<file path="config.mk">
export PLATFORM = sky130hd
export DESIGN_NAME = aes_ram
export DESIGN_NICKNAME = d
export VERILOG_FILES = /design/src/design/aes_ram.sv
export SDC_FILE = /design/constraint.sdc
export NUM_CORES = 1
export LEC_CHECK = 0
export BUFFER_PORTS_ARGS = -buffer_cell sky130_fd_sc_hd__buf_2
export CAP_MARGIN = 20
export CORE_MARGIN = 10
export CORE_UTILIZATION = 50
export DETAILED_ROUTE_END_ITERATION = 8
export PLACE_DENSITY = 0.64
export SETUP_SLACK_MARGIN = 0.2
export SKIP_CTS_REPAIR_TIMING = 1
export SYNTH_ARGS = -nofsm -noshare
export SYNTH_HDL_FRONTEND = slang
export SYNTH_SLANG_ARGS = --single-unit
</file>
<file path="constraint.sdc">
create_clock -name clk -period 5.4 [get_ports clk]
set_input_delay 0.27 -clock clk [delete_from_list [all_inputs] [get_ports clk]]
set_output_delay 0.27 -clock clk [all_outputs]
set_load 0.1 [all_outputs]
</file>
<file path="src/design/aes_ram.sv">
// Generic single-port synchronous RAM with registered read data.
// No dependencies.
module aes_ram #(
  parameter int WIDTH = 64,
  parameter int DEPTH = 22
) (
  input  logic                     clk,
  input  logic                     we,
  input  logic [$clog2(DEPTH)-1:0] addr,
  input  logic [WIDTH-1:0]         wdata,
  output logic [WIDTH-1:0]         rdata
);

  logic [WIDTH-1:0] mem [DEPTH];

  always_ff @(posedge clk) begin
    if (we) begin
      mem[addr] <= wdata;
    end
    rdata <= mem[addr];
  end

endmodule

</file>
* Yosys cells after proc, flatten, opt, wreduce, memory -nomap -nowiden
Memory sizes are Yosys's and may differ from the RTL's. A register that Yosys moved wholly into a read port is not among the register bits. Cells that the tools add are included.
Storage, ports and cells: flip-flop bits (word level) 0, memory bits (writable) 1408, input bits 71, output and inout bits 64, logic and storage cells 3, memories 1
Cells by class: multiplexer cells 2
Memories:
- mem | depth 22, width 64, read ports 1, clocked after memory_dff 1, wr ports 1, RTL line 14 | logic [WIDTH-1:0] mem [DEPTH];
Operators by type and width (number):
- 1-bit two-way mux | 2

* Longest topological paths before layout
word-level depth 2, gate-level depth with buffers 8, mapped depth without buffers 4

* Worst setup path after synthesis
No wires, ideal clock.
path kind in2reg, start input addr[1], end memory mem[16][0], enable pin, library setup time 486 ps, arrival time 4070 ps, data required time 4914 ps, path slack 843 ps, stages 6, path buffers 4, cells stage by stage buf_4 buf_2 buf_2 or3b_2 clkbuf_1 nor2_1
RTL lines:
- start, declared | RTL line 9 | input logic [$clog2(DEPTH)-1:0] addr,
- end, declared | RTL line 14
No word-level cell before the write port.

* Worst setup path in the final report
start input addr[0], end memory mem[5][30], enable pin
No word-level cell before the write port.

==> results.md <==
* Max VDD drop at 0.2990 mV
* RSZ-0062 raised after global routing: false
* Initial antenna violation count at 6
* TNS Setup at 0 ns
* Routed length on met2 at 63,940 µm
* CP Data Required Time at 5.80 ns
* Final #Nets at 3,155
* P&R area growth vs syn at 14.35%
* Final Power at 0.02417 W
* Clk_skew at 0.02597 ns
* Clock sink count at 1,472
* Yosys reg bits at 1,472
* Die width at 352.7 µm
* Sequential fraction of the synthesis area at 0.7871
* Clock Tree Root: clkbuf_16
* Final ANT Viol Nets at 0
* Max stage delay cell, worst path: nor2_4
* Crit path arrival time at 2.95 ns
* Vias in the first global route at 28,259
* GRT Total Usage at 0.2080
* Total CTS buffers at 147
* Synth Warn # at 0
* Max incr delay on CP at 0.97 ns
* Crit end category: flop
* Synth Area in XOR/XNOR at 0
* Final Slew Violations at 0
* CTS H-tree lvls at 4
* PwrDens at 382.0 nW/µm²
* Final RePlAce weighted congestion at 0.7621
* Top-Level Pins at 135
* Yosys cell types at 32
* Relative slew slack at 0.3123
* Final setup fails at 0
* Max Freq at 391.3 MHz
* CTS tree: built
* Compound-Gate Fraction of Synth Area at 0.04700
* Post-synthesis adder-cell area fraction at 0
* Die span in y at 352.7 µm
* FP Rows at 121
* Initial core utilization at 0.5056
* Final period util at 0.4733
* Mapped Cells at 2,833
* Leakage at 21.24 nW
* Total number of vias at 27,789
* Global-route wire length before repair at 192,700 µm
* Max_cap viols at 0
* Clock Latency Late Sink at 0.76 ns
* IO buf count at 134
* Simple-Gate Fraction of Synth Area at 0.01723
* Crit-path cells: buf_8 > nand3b_1 > nor2_4 > buf_12
* Highest Signal Layer: met4
* Status: complete, no violations
* Share of cells above drive strength 1 at 0.2026
* Largest net degree at the start of global routing at 110
* Wirelength per Cell at 28.03 µm
* Post-route setup slack at 2.844 ns
* DR iter-0 viols at 2,713
* Mux contribution to synthesized area at 0.1327
* Grt total ovfl at 0
* Die ar. at 124,400 µm²
* Post-synthesis cell area at 55,350 µm²
* Met3 WL post-DR at 9622 µm
* Mean Syn Cell Area at 19.54 µm²
* DP Wirelength at 68,700 µm
* Largest fanout on the critical path at 77
* Final Hold Vio Count at 0
* Via/cell ratio at 5.926
* Pre-CTS WS at 2.032 ns
* DRC at 0
* Clock transition at path regs at 0.06 ns
* DRT Pass-1 Iters at 7
* Final min period at 2.556 ns
* Largest family of logic cells by synthesized area: multiplexers
* Worst-Margin Slew at 1.032 ns
* CORE AREA at 109,500 µm²
* Critical Path Source Type: input port
* M1 WL at 55,190 µm
* WS Path Type: input port to flop
* Post-Route WL at 131,400 µm
* Class of the worst hold path: input port to flop
* Worst-case clock buffer depth at 3
* Syn_nets at 2,904
* Fillers at 8,005
-- critical path: cells and delay by family --
kind	cells	cell delay [ns]
and+or+nand+nor	2	1.59
buffers and inverters	2	0.94
-- placed cells by master (no fill, tap or decap), types with 58 or more instances in the layout --
cell              n
o21ai_0          67
clkbuf_16       150
edfxtp_1       1408
nor3_1           58
mux4_2           58
o22ai_1         262
mux2_2          128
dfxtp_1          64
clkbuf_1         60
buf_2           130
mux2i_1         459
dlygate4sd3_1    64
nand2b_1         58
-- power by group --
part / total, W / switching [W] / internal [W]
sequential: 0.0128 / 0.0000908 / 0.0127
combinational: 0.00151 / 0.00110 / 0.000412
clock: 0.00988 / 0.00423 / 0.00565
-- area by class of cell --
type / count / area, µm² / share of cell area
flip-flops and latches: 1472 / 43560 / 0.6883
multi-input cells: 1203 / 11110 / 0.1756
clock buffers: 219 / 4103 / 0.06483
repair buffers: 260 / 2029 / 0.03207
well taps: 1476 / 1847 / 0.02918
clock inverters: 55 / 623.1 / 0.009845
diodes: 4 / 10.01 / 0.0001582
-- kinds of logic after synthesis --
group	count (synthesis)
AO/OA/AOI/OAI	391
buffers and inverters	158
multiplexers	645
AND/OR/NAND/NOR	167
flip-flops	1472
-- flip-flops by register name, summed over array words and instances, names as in the netlist --
register	cells
rdata	64
mem	1408
-- worst paths after layout --
path	slack (ns)	depth (start not counted)	startpoint	end
min	0.09	3	addr[4]	rdata[16]$_DFF_P_
min reg2reg	0.54	2	mem[17][11]$_DFFE_PP_	rdata[11]$_DFF_P_
max reg2reg	3.89	4	mem[11][16]$_DFFE_PP_	rdata[16]$_DFF_P_
max	2.84	4	addr[0]	mem[5][30]$_DFFE_PP_
-- stage by stage --
step                area, µm²  hold slack (ns)  cells  utilization
finish                  63290          0.08683   4689       0.5782
global route            63280          0.07715   4685       0.5781
CTS                     62580          -0.1190   4619       0.5717
detailed placement      57860           0.5396   4345       0.5286
global placement        57860           0.5378   4345       0.5286
floorplan               55350           0.3689   2833            -
-- per-layer routing --
metal / global-route usage / vias to the layer above
met2: 0.3374 / 1025
met4: 0.05824 / 0
met1: 0.2845 / 14493
li1: - / 12077
met3: 0.04272 / 194
met5: 0 / -
-- cell usage after synthesis (all sizes together) --
cell type,instances,area share
nor2,24,0.0016
nand2b,58,0.0066
mux4,58,0.024
mux2i,459,0.083
nand4b,1,0.00016
nand3,1,0.000090
o21a,1,0.00014
o22ai,262,0.030
o211ai,58,0.011
o21ai,69,0.0062
or3,2,0.00023
nand4bb,3,0.00061
edfxtp,1408,0.76
or3b,3,0.00047
nand2,4,0.00032
a211o,1,0.00016
nor3,58,0.0052
dfxtp,64,0.023
nor4,5,0.00057
nand3b,4,0.00054
or4,1,0.00020
buf,124,0.014
or4b,3,0.00061
clkbuf,34,0.0023
mux2,128,0.026
Note: power is estimated with default switching activity, not from simulation.
